`config.mk`:
```
export PLATFORM = sky130hd
export DESIGN_NAME = decimal_digit_display_writer
export DESIGN_NICKNAME = d
export VERILOG_FILES = /design/src/dddw_pkg.sv /design/src/dddw_bcd_unit.sv /design/src/decimal_digit_display_writer.sv
export SDC_FILE = /design/constraint.sdc
export NUM_CORES = 1
export LEC_CHECK = 0
export BUFFER_PORTS_ARGS = -buffer_cell sky130_fd_sc_hd__buf_2
export CAP_MARGIN = 10
export CORE_MARGIN = 1.5
export CORE_UTILIZATION = 55
export CTS_BUF_LIST = sky130_fd_sc_hd__clkbuf_16
export DETAILED_ROUTE_END_ITERATION = 10
export PLACE_DENSITY = 0.75
export RECOVER_POWER = 50
export SKIP_LAST_GASP = 1
export SLEW_MARGIN = 30
export SYNTH_ARGS = -nofsm -noshare
export SYNTH_HDL_FRONTEND = slang
export SYNTH_HIERARCHICAL = 1
export SYNTH_SLANG_ARGS = --single-unit
export TNS_END_PERCENT = 10
```
`constraint.sdc`:
```
create_clock -name i_clk -period 3.3 [get_ports i_clk]
set_input_delay 0.99 -clock i_clk [delete_from_list [all_inputs] [get_ports i_clk]]
set_output_delay 0.99 -clock i_clk [all_outputs]
set_load 0.1 [all_outputs]
```
`src/dddw_pkg.sv`:
```
// Shared types and constants for the decimal digit display writer.
// No dependencies; imported by dddw_bcd_unit and decimal_digit_display_writer.
package dddw_pkg;

    localparam int VALUE_WIDTH     = 27;
    localparam int ADDR_WIDTH      = 4;
    localparam int CODE_WIDTH      = 4;
    localparam int DIGIT_COUNT_DEF = 8;
    localparam int BIT_CNT_W       = $clog2(VALUE_WIDTH);

    localparam logic [CODE_WIDTH-1:0] BLANK_CODE = 4'hF;
    localparam logic [CODE_WIDTH-1:0] RADIX      = 4'd10;

    typedef enum logic [1:0] {
        S_IDLE,
        S_CONV,
        S_OUT
    } t_state;

    // control word from the sequencer to the shared shift unit
    typedef struct packed {
        logic load;   // take a new value, clear the digit register
        logic conv;   // one shift-add-3 step
        logic shift;  // drop the low digit after it has been sent
    } t_unit_ctrl;

    // largest value that fits in dc decimal digits, clipped to the value width;
    // evaluated at elaboration only
    function automatic logic [VALUE_WIDTH-1:0] sat_limit(input int dc);
        longint lim;
        lim = 1;
        for (int i = 0; i < dc; i++) begin
            lim = lim * longint'(RADIX);
        end
        lim = lim - 1;
        if (lim > longint'({VALUE_WIDTH{1'b1}})) begin
            lim = longint'({VALUE_WIDTH{1'b1}});
        end
        return VALUE_WIDTH'(lim);
    endfunction

endpackage

```
`src/dddw_bcd_unit.sv`:
```
// Shared shift unit: saturates the input, runs shift-add-3 conversion one bit
// per step and shifts digits out low first. Depends on dddw_pkg.
module dddw_bcd_unit #(
    parameter int DIGIT_COUNT = dddw_pkg::DIGIT_COUNT_DEF
) (
    input  logic                                 i_clk,
    input  dddw_pkg::t_unit_ctrl                 i_ctrl,
    input  logic [dddw_pkg::VALUE_WIDTH-1:0]     i_value,
    output logic [dddw_pkg::CODE_WIDTH-1:0]      o_low_digit,
    output logic                                 o_rest_zero
);
    import dddw_pkg::*;

    localparam int BCD_W = DIGIT_COUNT * CODE_WIDTH;
    localparam logic [VALUE_WIDTH-1:0] SAT = sat_limit(DIGIT_COUNT);

    logic [VALUE_WIDTH-1:0] r_bin;
    logic [BCD_W-1:0]       r_bcd;
    logic [BCD_W-1:0]       w_adj;

    always_comb begin
        for (int i = 0; i < DIGIT_COUNT; i++) begin
            if (r_bcd[i*CODE_WIDTH +: CODE_WIDTH] >= 4'd5) begin
                w_adj[i*CODE_WIDTH +: CODE_WIDTH] = r_bcd[i*CODE_WIDTH +: CODE_WIDTH] + 4'd3;
            end else begin
                w_adj[i*CODE_WIDTH +: CODE_WIDTH] = r_bcd[i*CODE_WIDTH +: CODE_WIDTH];
            end
        end
    end

    always_ff @(posedge i_clk) begin
        if (i_ctrl.load) begin
            r_bin <= (i_value > SAT) ? SAT : i_value;
            r_bcd <= '0;
        end else if (i_ctrl.conv) begin
            r_bin <= {r_bin[VALUE_WIDTH-2:0], 1'b0};
            if (BCD_W > 1) begin
                r_bcd <= {w_adj[BCD_W-2:0], r_bin[VALUE_WIDTH-1]};
            end
        end else if (i_ctrl.shift) begin
            r_bcd <= r_bcd >> CODE_WIDTH;
        end
    end

    assign o_low_digit = r_bcd[CODE_WIDTH-1:0];
    assign o_rest_zero = (r_bcd == '0);

endmodule

```
`src/decimal_digit_display_writer.sv`:
```
// Top level of the decimal digit display writer: sequencer and output word
// register. Depends on dddw_pkg and dddw_bcd_unit.

// One accepted value yields DIGIT_COUNT digit words, position 1 (least
// significant) first; values above the all-nines limit are clamped to it.
// Positions above the highest non-zero digit carry code 15 (blank); zero
// shows a single 0. Each value is loaded, converted one input bit per cycle
// through the shared shift-add-3 unit and then sent one digit word at a
// time whenever the output register is free. The input is not ready from
// acceptance until the last digit word is loaded into the output register;
// that register lets the next value start while the final word still waits.
module decimal_digit_display_writer #(
    parameter int DIGIT_COUNT = dddw_pkg::DIGIT_COUNT_DEF
) (
    input  logic                              i_clk,
    input  logic                              i_rst_n,
    input  logic                              i_valid,
    output logic                              o_ready,
    input  logic [dddw_pkg::VALUE_WIDTH-1:0]  i_value,
    output logic                              o_valid,
    input  logic                              i_ready,
    output logic [dddw_pkg::ADDR_WIDTH-1:0]   o_digit_address,
    output logic [dddw_pkg::CODE_WIDTH-1:0]   o_digit_code,
    output logic                              o_last_write
);
    import dddw_pkg::*;

    t_state                  r_state, n_state;
    t_unit_ctrl              w_ctrl;
    logic [BIT_CNT_W-1:0]    r_bit_cnt, n_bit_cnt;
    logic [ADDR_WIDTH-1:0]   r_pos, n_pos;
    logic                    r_out_valid, n_out_valid;
    logic [ADDR_WIDTH-1:0]   r_addr, n_addr;
    logic [CODE_WIDTH-1:0]   r_code, n_code;
    logic                    r_last, n_last;
    logic                    w_emit;
    logic                    w_pos_last;
    logic                    w_conv_last;
    logic [CODE_WIDTH-1:0]   w_low_digit;
    logic                    w_rest_zero;

    dddw_bcd_unit #(
        .DIGIT_COUNT (DIGIT_COUNT)
    ) u_bcd (
        .i_clk       (i_clk),
        .i_ctrl      (w_ctrl),
        .i_value     (i_value),
        .o_low_digit (w_low_digit),
        .o_rest_zero (w_rest_zero)
    );

    assign w_pos_last  = (r_pos == ADDR_WIDTH'(DIGIT_COUNT));
    assign w_conv_last = (r_bit_cnt == BIT_CNT_W'(VALUE_WIDTH - 1));

    // next state
    always_comb begin
        n_state = r_state;
        unique case (r_state)
            S_IDLE: begin
                if (i_valid) n_state = S_CONV;
            end
            S_CONV: begin
                if (w_conv_last) n_state = S_OUT;
            end
            S_OUT: begin
                if (w_emit && w_pos_last) n_state = S_IDLE;
            end
            default: n_state = S_IDLE;
        endcase
    end

    // state outputs; no word is taken while reset is held
    always_comb begin
        o_ready      = 1'b0;
        w_ctrl       = '0;
        w_emit       = 1'b0;
        unique case (r_state)
            S_IDLE: begin
                o_ready     = i_rst_n;
                w_ctrl.load = i_valid && i_rst_n;
            end
            S_CONV: begin
                w_ctrl.conv = 1'b1;
            end
            S_OUT: begin
                w_emit       = !r_out_valid || i_ready;
                w_ctrl.shift = w_emit;
            end
            default: ;
        endcase
    end

    // counters and output word
    always_comb begin
        n_bit_cnt   = r_bit_cnt;
        n_pos       = r_pos;
        n_out_valid = r_out_valid;
        n_addr      = r_addr;
        n_code      = r_code;
        n_last      = r_last;
        if (w_ctrl.load) begin
            n_bit_cnt = '0;
            n_pos     = ADDR_WIDTH'(1);
        end else if (w_ctrl.conv) begin
            n_bit_cnt = r_bit_cnt + 1'b1;
        end
        if (w_emit) begin
            n_pos       = r_pos + 1'b1;
            n_out_valid = 1'b1;
            n_addr      = r_pos;
            // blank once every digit from here up is zero, except position 1
            n_code      = (r_pos != ADDR_WIDTH'(1) && w_rest_zero) ? BLANK_CODE : w_low_digit;
            n_last      = w_pos_last;
        end else if (i_ready) begin
            n_out_valid = 1'b0;
        end
    end

    always_ff @(posedge i_clk) begin
        if (!i_rst_n) begin
            r_state     <= S_IDLE;
            r_out_valid <= 1'b0;
            r_bit_cnt   <= '0;
            r_pos       <= '0;
        end else begin
            r_state     <= n_state;
            r_out_valid <= n_out_valid;
            r_bit_cnt   <= n_bit_cnt;
            r_pos       <= n_pos;
        end
    end

    always_ff @(posedge i_clk) begin
        r_addr <= n_addr;
        r_code <= n_code;
        r_last <= n_last;
    end

    assign o_valid         = r_out_valid;
    assign o_digit_address = r_addr;
    assign o_digit_code    = r_code;
    assign o_last_write    = r_last;

    a_last_addr: assert property (@(posedge i_clk) disable iff (!i_rst_n)
        o_valid && o_last_write |-> o_digit_address == ADDR_WIDTH'(DIGIT_COUNT))
        else $error("last word not at top digit position");

    a_no_blank_pos1: assert property (@(posedge i_clk) disable iff (!i_rst_n)
        o_valid && o_digit_address == ADDR_WIDTH'(1) |-> o_digit_code != BLANK_CODE)
        else $error("position 1 blanked");

    a_code_legal: assert property (@(posedge i_clk) disable iff (!i_rst_n)
        o_valid |-> (o_digit_code <= 4'd9 || o_digit_code == BLANK_CODE))
        else $error("illegal digit code");

    a_busy_after_accept: assert property (@(posedge i_clk) disable iff (!i_rst_n)
        i_valid && o_ready |=> !o_ready)
        else $error("input ready while converting");

endmodule

```
---- After elaboration in Yosys (flattened, before gate mapping) ----
Index checks and enable logic that the tools add are counted.
storage, ports and cells
  flip-flop bits (word level) ............. 80
  input port bits ......................... 31
  output and inout bits ................... 11
  logic and storage cells ................. 75
operators by class
  add/sub/neg operators ................... 10
  magnitude comparators ................... 9
  equality and inequality tests ........... 8
  multiplexer cells ....................... 25
  bitwise gates (word level) .............. 1
  reductions and logical operators ........ 13
operators with widths
  kind                    count
  $mux W27                3
  $mux W32                2
  $mux W4                 9
  $ge A4 B3 Y1 const B    8
  $logic_not A32 Y1       1
  $add A4 B2 Y4 const B   7
  $gt A27 B27 Y1 const B  1
  $reduce_bool A2 Y1      4
  $mux W1                 6
  $mux W2                 3
  $ne A2 B2 Y1 const B    3
  $pmux W2 S3             1
  $add A5 B1 Y5 const B   1
  $eq A5 B5 Y1 const B    1
  $add A4 B1 Y4 const B   1
  $eq A4 B4 Y1 const B    1
  $ne A4 B1 Y1 const B    1
  $add A3 B2 Y3 const B   1
  $logic_and A1 B1 Y1     3
  $mux W3                 1
  $reduce_and A3 Y1       1
  $eq A2 B1 Y1 const B    1
  $eq A2 B2 Y1 const B    1
  $logic_not A2 Y1        1
  4 further kinds         4

---- Longest topological paths before layout ----
Gate-level depths: netlist of run 1.
  depth after elaboration ................. 6
  depth in mapped cells ................... 9
  gate-level depth less buffers ........... 7

---- By module ----
Netlist of run 1, hierarchy kept.
modules (own cells, without submodules)
  module                        instances  cells each  area each (µm²)  seq. area each (µm²)
  dddw_bcd_unit                 1          386         3524.6           1451.4
  decimal_digit_display_writer  1          88          935.9            510.5

---- Worst setup path before layout of run 1 ----
Ideal clock, no wire load.
  kind .................................... input -> output
  start ................................... in i_rst_n
  end ..................................... out o_ready
  arrival ................................. 3080 ps
  setup slack ............................. -770 ps
  cell stages on the path ................. 2
  buffers on the path ..................... 0
  path through ............................ inv_1 > nor3_1
between the ends
  word-level cells in the longest chain between the ends .. 1
ends and longest elaborated chain
  element          line                                text
  start, declared  decimal_digit_display_writer.sv:16  input logic i_rst_n,
  $mux W1          decimal_digit_display_writer.sv:77  unique case (r_state)
  end, declared    decimal_digit_display_writer.sv:18  output logic o_ready,
Every way passes these cells.

---- Worst setup path after layout of run 1 ----
Same ends and word-level chain as after synthesis.

==> results of run 1 <==
[final cells by class]
type / count / area, um^2
clock buffers: 9 / 225
clock inverters: 7 / 52.6
fillers: 641 / 2830
inverters: 40 / 150
multi-input cells: 325 / 2220
flip-flops and latches: 80 / 1960
well taps: 102 / 128
repair buffers: 46 / 241
[flip-flops by register name, indices dropped and copies added (netlist names)]
| signal | count |
|---|---|
| r_pos | 4 |
| u_bcd/r_bin | 27 |
| o_digit_address | 4 |
| o_valid | 1 |
| r_bit_cnt | 5 |
| u_bcd/r_bcd | 32 |
| r_state | 2 |
| o_last_write | 1 |
| o_digit_code | 4 |
[worst max-delay path by stage]
stage,from,to,slack [ns],depth (start not counted)
finish,i_rst_n,o_ready,0.42,4
global route,r_state[1]$_SDFFE_PN0P_,u_bcd/r_bcd[4]$_SDFFE_PP0P_,0.33,6
CTS,i_rst_n,o_ready,0.53,4
detailed placement,i_rst_n,o_ready,0.54,4
global placement,i_rst_n,o_ready,0.54,4
floorplan,i_rst_n,o_ready,0.09,2
[per-layer routing]
layer / vias up / global-route usage, % / wire length (um)
met2: 67 / 34.7 / 4180
met4: 0 / 5.56 / 51
met1: 1634 / 28.3 / 4170
li1: 1776 / - / -
met3: 6 / 2.93 / 317
met5: - / 0 / 0
[cell usage after synthesis (all sizes together) (9+ instances only)]
library cell / n
nor2: 54
dfxtp: 44
a211oi: 41
a21oi: 40
inv: 40
edfxtp: 36
ha: 28
o21ai: 20
nor2b: 18
a31oi: 16
clkbuf: 16
nor3b: 16
nand2b: 15
buf: 13
xnor2: 9
[cells by family after synthesis]
kind of cell | after synthesis | share of synthesized area (%)
AOI/OAI and AO/OA | 143 | 21.0
xor gates and xnor gates | 10 | 1.96
adders and majority gates | 28 | 7.85
buffers and inverters | 69 | 6.48
DFF | 80 | 44.0
muxes | 3 | 0.701
and+or+nand+nor | 141 | 18.0
[critical path, stage by stage]
cell      delay, ns
clkbuf_1       0.19
inv_1          0.15
nor3_2         0.11
buf_2          0.44
[through the flow]
step                power [mW]  worst slack [ns]
floorplan                 2.40            0.0925
global placement          2.60             0.539
detailed placement        2.66             0.536
CTS                       3.59             0.529
global route              3.83             0.330
finish                    3.59             0.420
[power by group through the flow]
stage,Clock [mW],Combinational (mW),Sequential [mW]
floorplan,0,0.959,1.44
global placement,0,1.10,1.50
detailed placement,0,1.15,1.51
CTS,0.938,1.16,1.49
global route,0.981,1.32,1.53
finish,0.922,1.16,1.50
==> qor.yml, run 1 <==
floorplan:
  dieHeight_um: 93.1
  io_pins: 42
  die_width_um: 93.1
  design.core.area_um2: 7810
  die-area_um2: 8660
  initial_core_util_pct: 57.1
  row_count: 32
synth:
  synth_area_um2: 4460
  ys_warn_count: 6
  yosysUniqueCellTypes: 54
  synth_nets: 533
  postSynth.asyncResetShare_pct: 0
  synth_edf_count: 36
  ys_seq_area_share_pct: 44.0
  syn_avg_cell_area_um2: 9.41
  synthCells: 474
  yosysTopAreaCell: "edfxtp_1"
  synthFlopType: "dfxtp_1"
  synth_area_leaders: "edfxtp_1 24%, dfxtp_1 20%, ha_1 7.9%, a211oi_1 6.9%, a21oi_1 4.5%"
  synth_top_area_share_pct: 24.2
  synth_seq_cells: 80
cells_and_area:
  final_util_pct: 63.8
  syn_to_final_growth_pct: 11.7
  mostFrequentLayoutCells: "53 x nor2_1, 44 x dfxtp_1, 41 x a211oi_1"
  layout_commonest_cell: "nor2_1"
  fin_area_um2: 4980
  diodes: 0
  final_cells: 609
  num-nets-final: 561
  drive_gt1_share_pct: 13.2
clocking:
  post_cts_resized: 0
  cts_tree: "built"
  cts.clk_slew.worst_paths_ns: 0.07
  numCtsBuffers: 9
  clockRootBuffer: "clkbuf_16"
  clk_latency_ns: 0.33
  clockBufferDepth: 2
  cts.htree.levels: 3
  cts_hold_buf: 0
  postCtsSetupRepairBufs: 0
  cts_sinks: 80
place:
  postPlaceCellArea_um2: 4740
  gp_congestion: 0.787
  io_buffers: 41
  dp_cells: 593
  hpwlAfterDp_um: 5940
sta:
  fin_hold_ws_ns: 0.497
  fin_setup_tns_ns: 0
  max_freq_ghz: 0.347
  finalSetupViolCount: 0
  fin_skew_ns: 0.0110
  worstMarginPinSlew_ns: 1.29
  max_slew_margin_pct: 13.6
  period_share_pct: 87.3
  hold_violations: 0
  fin_crit_ns: 2.88
  drv_slew: 0
  rsz0062_at_grt: "no"
route:
  dr.pass1.iters: 5
  ant_nets: 0
  drt_iter0_drc: 178
  totalWireLength_um: 8730
  routedWlPerCell_um: 14.3
  drcViolationCount: 0
  via_per_inst: 5.72
  vias: 3483
global_routing:
  grt_pass1_vias: 3178
  grt_pass1_wl_um: 14600
  grt.overflow.total: 0
  grt_max_degree: 85
  grt_usage_pct: 20.8
  antenna_found_initial: 0
worst_setup_path:
  r2r-start: "r_state[1]$_SDFFE_PN0P_"
  r2r_cells: 6
  arrival_ns: 1.89
  startpoint_type: "primary input"
  worstSetupEndpointType: "output port"
  timing.rr.end: "u_bcd/r_bcd[13]$_SDFFE_PP0P_"
  regToRegSetupSlack_ns: 0.60
  critical_path_required_ns: 2.31
  crit_path_max_fanout: 5
  critical_path_class: "primary input to output port"
outcome:
  status: "complete, no violations"
worst_hold_path:
  min_path_cells: 2
  hp-class: "register to register"
  hold_start: "r_bit_cnt[4]$_SDFFE_PP0P_"
  hold-path-endpoint: "r_bit_cnt[4]$_SDFFE_PP0P_"
power_and_ir_drop:
  internal_power_mw: 2.31
  power_frac_comb_pct: 32.5
  p_sw_share_pct: 35.5
  p_leak_nw: 1.92
  seq_power_share_pct: 41.8
  powerDensity_nw_per_um2: 720
  pwr-share-clk_pct: 25.7
  peakVddDrop_v: 0.000346
  switchingPower_mw: 1.27
run:
  drv_cap: 0
Power figures use the tool's default switching activity.
==> run 2, diff against run 1 <==
==> constraint.sdc (replaced) <==
create_clock -name i_clk -period 3.7 [get_ports i_clk]
set_input_delay 1.11 -clock i_clk [delete_from_list [all_inputs] [get_ports i_clk]]
set_output_delay 1.11 -clock i_clk [all_outputs]
set_load 0.1 [all_outputs]
==> run 2 against run 1 <==
  * The flow now finishes with violations (capacitance limit, slew limit)
  * Design area did not move
  * Wire length up 3.5%
  * Combinational power shrank 9%
  * Critical path type unchanged
  * Hold slack worse by 0.0098 ns
  * Register-to-register slack better by 0.10 ns
==> qor.yml, run 2 (synthesis gave the netlist of run 1 again) <==
clocking:
  post_cts_resized: 0  # unchanged
  clockRootBuffer: "clkbuf_16"  # unchanged
  cts_tree: "built"  # unchanged
  cts.clk_slew.worst_paths_ns: 0.06  # was 0.07 ns
  clk_latency_ns: 0.34  # was 0.33 ns
  numCtsBuffers: 9  # unchanged
  cts_hold_buf: 0  # unchanged
  cts.htree.levels: 3  # unchanged
  clockBufferDepth: 2  # unchanged
  cts_sinks: 80  # unchanged
  postCtsSetupRepairBufs: 0  # unchanged
route:
  ant_nets: 0  # unchanged
  drcViolationCount: 0  # unchanged
  via_per_inst: 5.77  # was 5.72
  dr.pass1.iters: 4  # was 5
  totalWireLength_um: 9030  # was 8730 um
  vias: 3516  # was 3,483
  routedWlPerCell_um: 14.8  # was 14.3 um
  drt_iter0_drc: 203  # was 178
floorplan:
  initial_core_util_pct: 57.1  # unchanged
  row_count: 32  # unchanged
  die_width_um: 93.1  # unchanged
  die-area_um2: 8660  # unchanged
  io_pins: 42  # unchanged
  design.core.area_um2: 7810  # unchanged
  dieHeight_um: 93.1  # unchanged
cells_and_area:
  fin_area_um2: 4980  # unchanged
  largestRegisters: "u_bcd/r_bcd: 32 flops, u_bcd/r_bin: 27 flops, r_bit_cnt: 5 flops"  # unchanged
  num-nets-final: 561  # unchanged
  mostFrequentLayoutCells: "53 x nor2_1, 44 x dfxtp_1, 41 x inv_1, 41 x a211oi_1, 40 x a21oi_1"  # was 53 x nor2_1, 44 x dfxtp_1, 41 x a211oi_1
  layout_commonest_cell: "nor2_1"  # unchanged
  largest_reg_flops: 32  # unchanged
  top_register: "u_bcd/r_bcd"  # unchanged
  syn_to_final_growth_pct: 11.7  # unchanged
  layout.filler_cells: 636  # was 641
  drive_gt1_share_pct: 12.2  # was 13.2%
  final_util_pct: 63.8  # unchanged
  diodes: 0  # unchanged
worst_setup_path:
  startpoint_type: "primary input"  # unchanged
  worstPathCellList: "clkbuf_1 > inv_1 > nor3_2 > buf_2"  # unchanged
  worstSetupEndpointType: "output port"  # unchanged
  crit_path_top_delay_cell: "buf_2"  # unchanged
  timing.rr.end: "u_bcd/r_bcd[0]$_SDFFE_PP0P_"  # was u_bcd/r_bcd[13]$_SDFFE_PP0P_
  critical_path_class: "primary input to output port"  # unchanged
  crit_path_max_fanout: 5  # unchanged
  critical_path_required_ns: 2.59  # was 2.31 ns
  regToRegSetupSlack_ns: 0.70  # was 0.60 ns
  r2r_cells: 5  # was 6
  startpoint: "i_rst_n"  # unchanged
  arrival_ns: 2.00  # was 1.89 ns
  critPathMaxStageDelay_ns: 0.44  # about the same
  r2r-start: "r_state[0]$_SDFFE_PN0P_"  # was r_state[1]$_SDFFE_PN0P_
global_routing:
  grt.overflow.total: 0  # unchanged
  grt_pass1_wl_um: 15000  # was 14,600 um
  grt_pass1_vias: 3285  # was 3,178
  grt_usage_pct: 21.8  # was 20.8%
  grt_max_degree: 62  # was 85
  antenna_found_initial: 0  # unchanged
sta:
  fin_setup_tns_ns: 0  # unchanged
  max_slew_margin_pct: -10.5  # was 13.6%
  fin_skew_ns: 0.0114  # was 0.0110 ns
  hold_violations: 0  # unchanged
  drv_slew: 26  # was 0
  max_freq_ghz: 0.322
  fin_crit_ns: 3.11
  period_share_pct: 84.0
  worstMarginPinSlew_ns: 1.65  # was 1.29 ns
  finalSetupViolCount: 0  # unchanged
  rsz0062_at_grt: "no"  # unchanged
  fin_hold_ws_ns: 0.487  # was 0.497 ns
power_and_ir_drop:
  peakVddDrop_v: 0.000364  # was 0.000346 V
  power_mw: 3.28  # was 3.59 mW
  powerDensity_nw_per_um2: 658  # was 720 nW/um^2
  p_leak_nw: 1.92  # about the same
outcome:
  status: "finished with violations"  # was complete, no violations
  violations: "capacitance limit, slew limit"
worst_hold_path:
  hold_start: "u_bcd/r_bin[26]$_DFFE_PP_"  # was r_bit_cnt[4]$_SDFFE_PP0P_
  hp-class: "register to register"  # unchanged
  hold-path-endpoint: "u_bcd/r_bcd[0]$_SDFFE_PP0P_"  # was r_bit_cnt[4]$_SDFFE_PP0P_
  min_path_cells: 2  # unchanged
place:
  gp_congestion: 0.833  # was 0.787
  io_buffers: 41  # unchanged
  hpwlAfterDp_um: 6150  # was 5940 um
  postPlaceCellArea_um2: 4720  # was 4740 um^2
run:
  drv_cap: 1  # was 0
==> run 2: cell types whose count changed in the layout (fill, tap and decap cells not counted), sizes merged <==
cell / change
clkinv: -1
buf: -2
clkbuf: +2
bufinv: +1
==> run 2: routing by layer <==
layer  track usage (%)  vias up  share of wire [%]
met5                 0        -                  0
met4              7.95        0                1.3
met3              4.39       11                3.2
met2              35.5       76                 48
met1              28.8     1654                 47
li1                  -     1775                  -
==> run 2: layout make-up <==
class                           instances  area [um^2]  area share, %
Tap cell                              102          128           2.56
Clock buffer                            9          225           4.52
Multi-Input combinational cell        325         2210           44.5
Inverter                               40          150           3.01
Timing Repair Buffer                   46          230           4.62
Sequential cell                        80         1960           39.4
Clock inverter                          7         71.3           1.43
==> run 2: worst max-delay path by stage <==
stage	to	slack [ns]	cells past startpoint
2_1_floorplan	o_ready	0.25	2
3_3_place_gp	o_ready	0.72	4
3_5_place_dp	o_ready	0.70	4
4_1_cts	o_ready	0.70	4
5_1_grt	u_bcd/r_bcd[12]$_SDFFE_PP0P_	0.39	7
6_report	o_ready	0.59	4
==> run 2: power by group <==
group,switching [mW],internal [mW]
Sequential,0.205,1.13
Clock,0.366,0.524
Combinational,0.582,0.470
Total,1.15,2.13
==> run 2: critical path, delay by kind of cell <==
family / cells / cell delay, ns
and+or+nand+nor: 1 / 0.11
buffers and inverters: 3 / 0.77
==> run 2: stage by stage <==
stage / cells / setup slack [ns]
final: 609 / 0.593
after global routing: 609 / 0.387
after CTS: 609 / 0.702
after detailed placement: 593 / 0.704
after global placement: 593 / 0.718
after floorplan: 474 / 0.253
